--- config.mk ---
export PLATFORM = sky130hd
export DESIGN_NAME = threshold_fall_detector
export DESIGN_NICKNAME = d
export VERILOG_FILES = /design/src/sv/tfd_pkg.sv /design/src/sv/tfd_isqrt.sv /design/src/sv/tfd_mul.sv /design/src/sv/tfd_cfg.sv /design/src/sv/threshold_fall_detector.sv
export SDC_FILE = /design/constraint.sdc
export NUM_CORES = 2
export LEC_CHECK = 0
export BUFFER_PORTS_ARGS = -buffer_cell sky130_fd_sc_hd__buf_2
export CAP_MARGIN = 20
export CELL_PAD_IN_SITES_DETAIL_PLACEMENT = 1
export CELL_PAD_IN_SITES_GLOBAL_PLACEMENT = 1
export CORE_MARGIN = 3
export CORE_UTILIZATION = 25
export CTS_BUF_LIST = sky130_fd_sc_hd__clkbuf_8
export DETAILED_ROUTE_END_ITERATION = 8
export GPL_TIMING_DRIVEN = 0
export HOLD_SLACK_MARGIN = 0.08
export PLACE_DENSITY = 0.57
export SYNTH_ARGS = -nofsm -noshare
export SYNTH_HDL_FRONTEND = slang
export SYNTH_SLANG_ARGS = --single-unit
--- constraint.sdc ---
create_clock -name i_clk -period 10.1 [get_ports i_clk]
set_clock_uncertainty 0.2 [all_clocks]
set_input_delay 2.02 -clock i_clk [delete_from_list [all_inputs] [get_ports i_clk]]
set_output_delay 2.02 -clock i_clk [all_outputs]
set_load 0.01 [all_outputs]
--- src/sv/tfd_pkg.sv ---
// Package with widths, constants and mode codes of the fall detector.
package tfd_pkg;
    localparam int AccelBitsDef     = 16;
    localparam int CountBitsDef     = 16;
    localparam int VelocityBitsDef  = 48;
    localparam int LyingFracDef     = 179;
    localparam int GravityCodeDef   = 2511;

    localparam int CfgIdxBits = 3;
    localparam int CfgDataBits = 40;

    localparam logic [CfgIdxBits-1:0] RegLowThr   = 3'd0;
    localparam logic [CfgIdxBits-1:0] RegHighThr  = 3'd1;
    localparam logic [CfgIdxBits-1:0] RegTroughWin = 3'd2;
    localparam logic [CfgIdxBits-1:0] RegVelThr   = 3'd3;
    localparam logic [CfgIdxBits-1:0] RegPostStart = 3'd4;
    localparam logic [CfgIdxBits-1:0] RegPostEnd  = 3'd5;
    localparam logic [CfgIdxBits-1:0] RegLyingCos = 3'd6;
    localparam logic [CfgIdxBits-1:0] RegTurnCos  = 3'd7;

    typedef enum logic [1:0] {
        MODE_IDLE    = 2'd0,
        MODE_TROUGH  = 2'd1,
        MODE_IMPACT  = 2'd2,
        MODE_POSTURE = 2'd3
    } t_mode;

    typedef struct packed {
        logic [16:0] low_thr;
        logic [16:0] high_thr;
        logic [15:0] trough_win;
        logic [39:0] vel_thr;
        logic [15:0] post_start;
        logic [15:0] post_end;
        logic signed [15:0] lying_cos;
        logic signed [15:0] turn_cos;
    } t_cfg;
endpackage

--- src/sv/tfd_isqrt.sv ---
// Bit-serial integer square root, one result bit per cycle.
module tfd_isqrt #(
    parameter int IN_BITS = 50
) (
    input  logic                      i_clk,
    input  logic                      i_rst_n,
    input  logic                      i_start,
    input  logic [IN_BITS-1:0]        i_value,
    output logic                      o_done,
    output logic [(IN_BITS+1)/2-1:0]  o_root
);
    localparam int RBits = (IN_BITS + 1) / 2;
    localparam int VBits = 2 * RBits;
    localparam int CBits = $clog2(RBits + 1);

    logic [VBits-1:0] r_val, n_val;
    logic [RBits+1:0] r_rem, n_rem;
    logic [RBits-1:0] r_root, n_root;
    logic [CBits-1:0] r_cnt, n_cnt;
    logic             r_busy, n_busy;
    logic             r_done, n_done;
    logic [RBits+1:0] trial;

    always_comb begin
        n_val  = r_val;
        n_rem  = r_rem;
        n_root = r_root;
        n_cnt  = r_cnt;
        n_busy = r_busy;
        n_done = 1'b0;
        trial  = '0;
        if (i_start) begin
            n_val  = VBits'(i_value);
            n_rem  = '0;
            n_root = '0;
            n_cnt  = CBits'(RBits);
            n_busy = 1'b1;
        end else if (r_busy) begin
            // Bring down two bits and try the next root bit.
            n_rem = {r_rem[RBits-1:0], r_val[VBits-1 -: 2]};
            n_val = {r_val[VBits-3:0], 2'b00};
            trial = {r_root, 2'b01};
            if (n_rem >= trial) begin
                n_rem  = n_rem - trial;
                n_root = {r_root[RBits-2:0], 1'b1};
            end else begin
                n_root = {r_root[RBits-2:0], 1'b0};
            end
            n_cnt = r_cnt - 1'b1;
            if (r_cnt == CBits'(1)) begin
                n_busy = 1'b0;
                n_done = 1'b1;
            end
        end
    end

    always_ff @(posedge i_clk) begin
        if (!i_rst_n) begin
            r_busy <= 1'b0;
            r_done <= 1'b0;
            r_cnt  <= '0;
        end else begin
            r_busy <= n_busy;
            r_done <= n_done;
            r_cnt  <= n_cnt;
        end
        r_val  <= n_val;
        r_rem  <= n_rem;
        r_root <= n_root;
    end

    assign o_done = r_done;
    assign o_root = r_root;
endmodule

--- src/sv/tfd_mul.sv ---
// Registered signed multiplier shared by the sequencer's vector, velocity and angle products.
module tfd_mul #(
    parameter int A_BITS = 33,
    parameter int B_BITS = 33
) (
    input  logic                            i_clk,
    input  logic signed [A_BITS-1:0]        i_a,
    input  logic signed [B_BITS-1:0]        i_b,
    output logic signed [A_BITS+B_BITS-1:0] o_p
);
    logic signed [A_BITS+B_BITS-1:0] r_p;

    always_ff @(posedge i_clk) begin
        r_p <= i_a * i_b;
    end

    assign o_p = r_p;
endmodule

--- src/sv/tfd_cfg.sv ---
// Configuration register file of the fall detector.
module tfd_cfg (
    input  logic                           i_clk,
    input  logic                           i_rst_n,
    input  logic                           i_cfg_valid,
    output logic                           o_cfg_ready,
    input  logic [tfd_pkg::CfgIdxBits-1:0] i_cfg_index,
    input  logic [tfd_pkg::CfgDataBits-1:0] i_cfg_data,
    output tfd_pkg::t_cfg                  o_cfg
);
    import tfd_pkg::*;

    t_cfg r_cfg;

    always_ff @(posedge i_clk) begin
        if (!i_rst_n) begin
            r_cfg.low_thr    <= 17'd1536;
            r_cfg.high_thr   <= 17'd6400;
            r_cfg.trough_win <= 16'd500;
            r_cfg.vel_thr    <= 40'd179200;
            r_cfg.post_start <= 16'd1000;
            r_cfg.post_end   <= 16'd3000;
            r_cfg.lying_cos  <= 16'sd23170;
            r_cfg.turn_cos   <= 16'sd23170;
        end else if (i_cfg_valid) begin
            unique case (i_cfg_index)
                RegLowThr:    r_cfg.low_thr    <= i_cfg_data[16:0];
                RegHighThr:   r_cfg.high_thr   <= i_cfg_data[16:0];
                RegTroughWin: r_cfg.trough_win <= i_cfg_data[15:0];
                RegVelThr:    r_cfg.vel_thr    <= i_cfg_data[39:0];
                RegPostStart: r_cfg.post_start <= i_cfg_data[15:0];
                RegPostEnd:   r_cfg.post_end   <= i_cfg_data[15:0];
                RegLyingCos:  r_cfg.lying_cos  <= i_cfg_data[15:0];
                RegTurnCos:   r_cfg.turn_cos   <= i_cfg_data[15:0];
                default:      r_cfg <= r_cfg;
            endcase
        end
    end

    assign o_cfg_ready = 1'b1;
    assign o_cfg       = r_cfg;
endmodule

--- src/sv/threshold_fall_detector.sv ---
// Top level of the threshold fall detector: sequencer around shared root and multiplier.
// Each accepted sample is processed by a sequencer that reuses one bit-serial
// square-root unit and one registered 33x33 multiplier. The result beat is raised
// after the squares and one root in idle mode, in impact mode and for a posture
// sample before the counting window. A trough sample or a counted posture sample
// first adds its velocity or lying product. The posture decision sample needs two
// roots and several products. The root unit sets most of the run time: it works at
// one bit a cycle and then reports. A new sample can be taken at the edge after the
// one that raises the result. A result that the receiver has not yet taken holds
// back only the next result. tdata in: accel_x, accel_y, accel_z, time_ms from bit 0
// up; tdata out: fall_flag at bit 0, mode_now at bits 2:1. Configuration writes take
// effect at once and belong only between samples.
module threshold_fall_detector #(
    parameter int COUNT_BITS        = tfd_pkg::CountBitsDef,
    parameter int VELOCITY_BITS     = tfd_pkg::VelocityBitsDef,
    parameter int LYING_FRACTION_Q8 = tfd_pkg::LyingFracDef,
    parameter int GRAVITY_CODE      = tfd_pkg::GravityCodeDef
) (
    input  logic                            i_clk,
    input  logic                            i_rst_n,
    input  logic                            s_axis_tvalid,
    output logic                            s_axis_tready,
    // accel_x, accel_y, accel_z, time_ms from the lowest bit up, zero padded.
    input  logic [((3*tfd_pkg::AccelBitsDef+32+7)/8)*8-1:0] s_axis_tdata,
    output logic                            m_axis_tvalid,
    input  logic                            m_axis_tready,
    // fall_flag, mode_now from the lowest bit up, zero padded.
    output logic [7:0]                      m_axis_tdata,
    input  logic                            i_cfg_valid,
    output logic                            o_cfg_ready,
    input  logic [tfd_pkg::CfgIdxBits-1:0]  i_cfg_index,
    input  logic [tfd_pkg::CfgDataBits-1:0] i_cfg_data
);
    import tfd_pkg::*;

    localparam int AB = AccelBitsDef;
    localparam int SqBits = 2 * AB + 2;
    localparam int RootBits = (SqBits + 1) / 2;
    localparam int MulW = 33;
    localparam int PW = 2 * MulW;
    localparam int VB = VELOCITY_BITS;
    localparam int SumW = ((VB > 49) ? VB : 49) + 2;
    localparam int CB = COUNT_BITS;
    localparam logic [CB-1:0] CountMax = {CB{1'b1}};

    typedef enum logic [3:0] {
        S_IDLE, S_SQ, S_ROOT, S_DISPATCH, S_VEL, S_LYING, S_PRESQ, S_PREROOT,
        S_NN, S_TURN, S_DOT, S_DECIDE, S_OUT
    } t_state;

    t_cfg cfg;

    tfd_cfg u_cfg (
        .i_clk       (i_clk),
        .i_rst_n     (i_rst_n),
        .i_cfg_valid (i_cfg_valid),
        .o_cfg_ready (o_cfg_ready),
        .i_cfg_index (i_cfg_index),
        .i_cfg_data  (i_cfg_data),
        .o_cfg       (cfg)
    );

    t_state r_state;
    logic [2:0] r_step;
    t_mode  r_mode;
    logic signed [AB-1:0] r_a [3];
    logic signed [AB-1:0] r_pre [3];
    logic [31:0] r_t, r_trough_time, r_last_time, r_impact_time;
    logic signed [VB-1:0] r_vel;
    logic r_have_pre;
    logic [CB-1:0] r_ptotal, r_plying;
    logic [SqBits-1:0] r_acc;
    logic [RootBits-1:0] r_mag, r_na;
    logic signed [PW+1:0] r_dot;
    logic signed [PW-1:0] r_nn;
    logic r_lying_duty;
    logic r_fall;
    logic r_out_valid;
    logic [7:0] r_out;

    logic signed [MulW-1:0] mul_a, mul_b;
    logic signed [PW-1:0] mul_p;
    logic sq_start, sq_done;
    logic [SqBits-1:0] sq_in;
    logic [RootBits-1:0] sq_root;

    tfd_mul #(.A_BITS(MulW), .B_BITS(MulW)) u_mul (
        .i_clk (i_clk),
        .i_a   (mul_a),
        .i_b   (mul_b),
        .o_p   (mul_p)
    );

    tfd_isqrt #(.IN_BITS(SqBits)) u_isqrt (
        .i_clk   (i_clk),
        .i_rst_n (i_rst_n),
        .i_start (sq_start),
        .i_value (sq_in),
        .o_done  (sq_done),
        .o_root  (sq_root)
    );

    logic s_fire;
    assign s_fire = s_axis_tvalid && s_axis_tready;
    // A waiting result beat sits in r_out, so only the sequencer gates the input.
    assign s_axis_tready = (r_state == S_IDLE);
    assign m_axis_tvalid = r_out_valid;
    assign m_axis_tdata  = r_out;
    assign sq_in = r_acc;

    // Multiplier operand selection; the product arrives in the cycle after its operands.
    logic [31:0] dt, since_tr, since_imp;
    assign dt        = r_t - r_last_time;
    assign since_tr  = r_t - r_trough_time;
    assign since_imp = r_t - r_impact_time;

    always_comb begin
        mul_a = '0;
        mul_b = '0;
        sq_start = 1'b0;
        unique case (r_state) inside
            S_SQ, S_PRESQ, S_DOT: begin
                if (r_step < 3'd3) begin
                    mul_a = MulW'(r_state == S_PRESQ ? r_pre[r_step[1:0]]
                                                     : r_a[r_step[1:0]]);
                    mul_b = MulW'(r_state == S_SQ ? r_a[r_step[1:0]] : r_pre[r_step[1:0]]);
                    if (r_state == S_DOT) mul_b = MulW'(r_pre[r_step[1:0]]);
                    if (r_state == S_DOT) mul_a = MulW'(r_a[r_step[1:0]]);
                end
                if (r_step == 3'd4 && r_state != S_DOT) sq_start = 1'b1;
            end
            S_VEL: begin
                mul_a = MulW'($signed({1'b0, r_mag}) - $signed(33'(GRAVITY_CODE)));
                mul_b = $signed({1'b0, dt});
            end
            S_LYING: begin
                mul_a = MulW'(cfg.lying_cos);
                mul_b = $signed(MulW'(r_mag));
            end
            S_NN: begin
                mul_a = $signed(MulW'(r_na));
                mul_b = $signed(MulW'(r_mag));
            end
            S_TURN: begin
                mul_a = MulW'(cfg.turn_cos);
                mul_b = r_nn[MulW-1:0];
            end
            default: ;
        endcase
    end

    logic signed [SumW-1:0] vel_sum;
    logic signed [SumW-1:0] vmax_w, vmin_w;
    assign vmax_w = SumW'({(VB-1){1'b1}});
    assign vmin_w = -vmax_w - 1;
    assign vel_sum = SumW'(r_vel) + SumW'(mul_p);

    logic [VB-1:0] vel_abs;
    assign vel_abs = r_vel[VB-1] ? VB'(-r_vel) : VB'(r_vel);
    logic vel_ok;
    assign vel_ok = ((VB+41)'(vel_abs) >= (VB+41)'(cfg.vel_thr)) ||
                    (r_vel == {1'b1, {(VB-1){1'b0}}});

    logic signed [AB+16:0] z_sh;
    assign z_sh = (AB+17)'(r_a[2]) <<< 15;

    always_ff @(posedge i_clk) begin
        if (!i_rst_n) begin
            r_state <= S_IDLE;
            r_step <= '0;
            r_mode <= MODE_IDLE;
            r_trough_time <= '0;
            r_last_time <= '0;
            r_impact_time <= '0;
            r_vel <= '0;
            r_have_pre <= 1'b0;
            r_ptotal <= '0;
            r_plying <= '0;
            r_out_valid <= 1'b0;
            r_out <= '0;
            r_fall <= 1'b0;
            for (int i = 0; i < 3; i++) r_pre[i] <= '0;
        end else begin
            if (r_out_valid && m_axis_tready) r_out_valid <= 1'b0;
            unique case (r_state) inside
                S_IDLE: begin
                    if (s_fire) begin
                        r_a[0] <= s_axis_tdata[AB-1:0];
                        r_a[1] <= s_axis_tdata[2*AB-1:AB];
                        r_a[2] <= s_axis_tdata[3*AB-1:2*AB];
                        r_t <= s_axis_tdata[3*AB+31:3*AB];
                        r_fall <= 1'b0;
                        r_step <= '0;
                        r_acc <= '0;
                        r_state <= S_SQ;
                    end
                end
                S_SQ, S_PRESQ: begin
                    r_step <= r_step + 1'b1;
                    if (r_step >= 3'd1 && r_step <= 3'd3) r_acc <= r_acc + SqBits'(mul_p);
                    if (r_step == 3'd4) r_state <= (r_state == S_SQ) ? S_ROOT : S_PREROOT;
                end
                S_ROOT: begin
                    if (sq_done) begin
                        r_mag <= sq_root;
                        r_step <= '0;
                        r_state <= S_DISPATCH;
                    end
                end
                S_DISPATCH: begin
                    r_step <= '0;
                    unique case (r_mode)
                        MODE_IDLE: begin
                            if ((RootBits+17)'(r_mag) < (RootBits+17)'(cfg.low_thr)) begin
                                r_mode <= MODE_TROUGH;
                                r_trough_time <= r_t;
                                r_last_time <= r_t;
                                r_vel <= '0;
                                r_pre <= r_a;
                                r_have_pre <= 1'b1;
                            end
                            r_state <= S_OUT;
                        end
                        MODE_TROUGH: r_state <= S_VEL;
                        MODE_IMPACT: begin
                            if (vel_ok) begin
                                r_ptotal <= '0;
                                r_plying <= '0;
                                r_mode <= MODE_POSTURE;
                            end else begin
                                r_mode <= MODE_IDLE;
                            end
                            r_state <= S_OUT;
                        end
                        default: begin
                            if (since_imp < 32'(cfg.post_start)) begin
                                r_state <= S_OUT;
                            end else if (since_imp > 32'(cfg.post_end)) begin
                                r_lying_duty <= (r_ptotal != '0) &&
                                    ((CB+9)'(r_plying) * (CB+9)'(256) >=
                                     (CB+9)'(LYING_FRACTION_Q8) * (CB+9)'(r_ptotal));
                                r_acc <= '0;
                                r_state <= S_PRESQ;
                            end else begin
                                r_ptotal <= (r_ptotal == CountMax) ? r_ptotal : r_ptotal + 1'b1;
                                r_state <= S_LYING;
                            end
                        end
                    endcase
                end
                S_VEL: begin
                    r_step <= r_step + 1'b1;
                    if (r_step == 3'd1) begin
                        if (vel_sum > vmax_w) r_vel <= vmax_w[VB-1:0];
                        else if (vel_sum < vmin_w) r_vel <= vmin_w[VB-1:0];
                        else r_vel <= vel_sum[VB-1:0];
                        r_last_time <= r_t;
                        if ((RootBits+17)'(r_mag) > (RootBits+17)'(cfg.high_thr)) begin
                            if (since_tr <= 32'(cfg.trough_win)) begin
                                r_impact_time <= r_t;
                                r_mode <= MODE_IMPACT;
                            end else begin
                                r_mode <= MODE_IDLE;
                            end
                        end else if (since_tr > 32'(cfg.trough_win)) begin
                            r_mode <= MODE_IDLE;
                        end
                        r_state <= S_OUT;
                    end
                end
                S_LYING: begin
                    r_step <= r_step + 1'b1;
                    if (r_step == 3'd1) begin
                        if (r_mag != '0 && PW'(z_sh) < mul_p)
                            r_plying <= (r_plying == CountMax) ? r_plying : r_plying + 1'b1;
                        r_state <= S_OUT;
                    end
                end
                S_PREROOT: begin
                    if (sq_done) begin
                        r_na <= sq_root;
                        r_step <= '0;
                        r_state <= S_NN;
                    end
                end
                S_NN: begin
                    if (r_step == 3'd1) begin
                        r_nn <= mul_p;
                        r_step <= '0;
                        r_dot <= '0;
                        r_state <= S_DOT;
                    end else begin
                        r_step <= r_step + 1'b1;
                    end
                end
                S_DOT: begin
                    if (r_step >= 3'd1 && r_step <= 3'd3) r_dot <= r_dot + (PW+2)'(mul_p);
                    if (r_step == 3'd3) begin
                        r_step <= '0;
                        r_state <= S_TURN;
                    end else begin
                        r_step <= r_step + 1'b1;
                    end
                end
                S_TURN: begin
                    r_step <= r_step + 1'b1;
                    if (r_step == 3'd1) r_state <= S_DECIDE;
                end
                S_DECIDE: begin
                    // Changed when dot*32768 < turn_cos*|pre|*|a|; a zero vector means unchanged.
                    if (r_lying_duty) begin
                        if (!r_have_pre) r_fall <= 1'b1;
                        else if (r_na != '0 && r_mag != '0 &&
                                 ((PW+17)'(r_dot) <<< 15) < (PW+17)'(mul_p))
                            r_fall <= 1'b1;
                    end
                    r_mode <= MODE_IDLE;
                    r_have_pre <= 1'b0;
                    r_state <= S_OUT;
                end
                S_OUT: begin
                    if (!r_out_valid) begin
                        r_out <= {5'b0, r_mode, r_fall};
                        r_out_valid <= 1'b1;
                        r_state <= S_IDLE;
                    end
                end
                default: r_state <= S_IDLE;
            endcase
        end
    end
endmodule

==> results.txt <==
fin crit share = 1.04
Max Slew Vio Count = 0
largest family of logic cells by synthesized area = adder cells
P_leak = 41.1 nW
Detail Route Antenna Nets = 0
detailed placement HPWL = 262,000 microns
Initial Utilization = 0.252
hold depth = 2
CTS Sinks = 784
Critical Path Source Type = register
first-pass GRT wire length = 485,000 microns
Netlist cell types = 106
proportion of synthesized area in mux cells = 0.0106
top cells by area, synth = fa_1 19%, dfxtp_1 13%, ha_1 13%
post-placement setup slack = -4.04 ns
Most Used Layer, Global Route = met2
synth cell count leaders = 1,402 x nand2_1, 1,275 x inv_1, 799 x ha_1
PortBufs = 111
grt met1 use = 0.254
post-synthesis xor/xnor area fraction = 0.0375
area leader, netlist = fa_1
FMAX = 95.3 MHz
status = finished with violations
Synth top area share = 0.191
Overall Global Routing Usage = 0.199
final worst slack = -0.398 ns
Ys Warns = 0
Tmin final = 10.50 ns
H-tree depth = 4
Core Area = 0.313 sq mm
Chip Height = 567 microns
Reg clk slew, reported paths = 0.05 ns
GR Layer Usage met3 = 0.0234
nets@finish = 11,400
compound-cell area share of the yosys netlist = 0.160
cell area after synthesis = 0.0787 sq mm
Power Density = 231 mW/mm^2
post-synthesis sequential area ratio = 0.235
met2 Track Usage GR = 0.334
CP arrival = 11.12 ns
Area Growth Syn to Fin = 18.3%
Crit Path Class = reg2reg
Final Setup Violations = 24
antenna violations before repair = 20
CTS tree = built
Synth Flop Type = dfxtp_1
worst r2r path cells = 45
Max Cap Viol = 0
worst slew pin tran = 1.19 ns
CP peak stage delay = 0.55 ns
Die Footprint = 0.322 sq mm
DR pass1 iterations = 8
#FFs+latches synth = 784
post-DR vias/cell = 4.95
# DRC = 0
Multi-input gate area = 0.0561 sq mm
worst path required time = 10.72 ns
slowest stage cell, crit path = fa_1
Post-Layout Cell Count = 14,000
Num CTS Buffers = 164
EDFF count, synth = 284
synthesized area per cell = 8.58 sq um
clk_lat worst skew = 0.99 ns
gpl congestion = 0.945
post-synthesis async set-or-reset flop share = 0
drt initial violations = 4,014
Peak supply drop = 0.187 mV
Gate Count Post-Synth = 9,179
dpl cells = 13,500
fillers = 36,700
share of cells above drive strength 1 = 0.122
Die Span X = 567 microns
most common cell in the synthesized netlist = nand2_1
Longest Clk Path Bufs = 4
RSZ-0062 raised after global routing = yes
adder-cell share of the synthesized area = 0.318
vias in the first global route = 73,900
Placement Rows = 205
element type at the critical path end = register
most frequent CP cell = fa_1
total congestion overflow = 0
Min-Delay Path Class = reg2reg
post-synthesis simple-gate area fraction = 0.156
Worst Path Max Fanout = 4
vias after detailed routing = 69,300
IO Pins = 139
final hold violations = 0
largest net degree at the start of global routing = 48
violated checks = negative setup slack
relative slew slack = 0.205
WL/cell = 23.4 microns
routed wire length = 328,000 microns
cell chosen for the clock root = clkbuf_8
sequential cell area = 0.0185 sq mm
==> kinds of logic (layout without fill, tap and decap cells) <==
kind of cell,Yosys count,after routing
AND/OR/NAND/NOR,2759,2759
AO/OA/AOI/OAI,1985,1985
buffers and inverters,1677,2354
adder cells (fa/ha/maj),1552,1552
flip-flops,784,784
XOR/XNOR,337,337
multiplexers,83,83
other,2,14
==> power by group <==
group / internal [W] / total, W / switching [W] / leakage, nW
clock network: 0.00190 / 0.00364 / 0.00174 / 1.87
logic: 0.00519 / 0.0137 / 0.00847 / 32.5
registers: 0.00368 / 0.00422 / 0.000548 / 6.76
==> through the flow <==
| stage | utilization | setup TNS [ns] | total power, W | cell area (sq um) | hold slack [ns] |
|---|---|---|---|---|---|
| 2_1_floorplan | - | 0 | 0.0116 | 78800 | 0.233 |
| 6_report | 0.298 | -6.10 | 0.0215 | 93100 | 0.251 |
| 5_1_grt | 0.298 | -15.39 | 0.0231 | 93100 | 0.272 |
| 4_1_cts | 0.294 | -4.60 | 0.0213 | 92100 | 0.256 |
| 3_3_place_gp | 0.271 | -742.74 | 0.0157 | 84600 | 0.238 |
| 3_5_place_dp | 0.273 | -140.86 | 0.0160 | 85400 | 0.248 |
==> routing by layer <==
| metal | wire (microns) | vias to the layer above |
|---|---|---|
| met5 | 21 | - |
| met4 | 19300 | 4 |
| met3 | 13800 | 566 |
| met2 | 154000 | 1536 |
| met1 | 141000 | 35200 |
| li1 | - | 31900 |
==> cell usage in the layout (no fill, tap or decap), types with 206 or more instances in the layout <==
master and count:
dfxtp_1 497, a21o_1 303, edfxtp_1 284, a21oi_1 714, buf_4 206, clkbuf_1 237, inv_1 1286, fa_1 699
nor2_1 498, ha_1 756, o21ai_0 277, nand2_1 1374
==> final timing paths <==
check / from / end / slack (ns)
worst max-delay path: r_t[1]$_DFFE_PP_ / u_mul.o_p[50]$_DFF_P_ / -0.40
worst min register to register: r_pre[38]$_SDFFE_PN0P_ / r_pre[38]$_SDFFE_PN0P_ / 0.25
worst max register to register: r_t[1]$_DFFE_PP_ / u_mul.o_p[50]$_DFF_P_ / -0.40
worst min-delay path: r_pre[38]$_SDFFE_PN0P_ / r_pre[38]$_SDFFE_PN0P_ / 0.25
==> cell type report <==
class                      instances  area share
inverter                        1276      0.0516
tap                             4140      0.0556
clock buffer                     185      0.0273
timing repair buffer             395      0.0353
buffer                           383      0.0204
sequential                       784       0.199
clock inverter                   115     0.00836
antenna                            8    0.000215
multi-input combinational       6722       0.602
==> flip-flops by register name, summed over array words and instances, names as in the netlist, 17 cells and up <==
| register | count |
|---|---|
| u_isqrt.o_root | 17 |
| r_t | 32 |
| r_mag | 17 |
| r_trough_time | 32 |
| r_dot | 68 |
| r_impact_time | 32 |
| r_na | 17 |
| u_cfg.o_cfg | 154 |
| r_a | 48 |
| r_acc | 34 |
| u_isqrt.r_val | 34 |
| r_nn | 33 |
| u_isqrt.r_rem | 17 |
| r_vel | 48 |
| u_mul.o_p | 66 |
| r_last_time | 32 |
| r_pre | 48 |
==> critical path, delay by kind of cell (launching register included) <==
kind                       cells  cell delay (ns)
AOI/OAI and AO/OA             17             3.48
xor gates and xnor gates       2             0.32
adders and majority gates     10             4.40
buffers and inverters         11             0.91
DFF                            1             0.38
and+or+nand+nor                5             0.67
==> repair_timing <==
item                                    in CTS  in global routing
setup buffers                              172                 53
endpoints found under the setup margin      52                 41
gates resized for setup                    479                168
hold buffers                                 0                  0
pin swaps                                  250                 90
gates cloned                                 2                  1
Power figures use the tool's default switching activity.
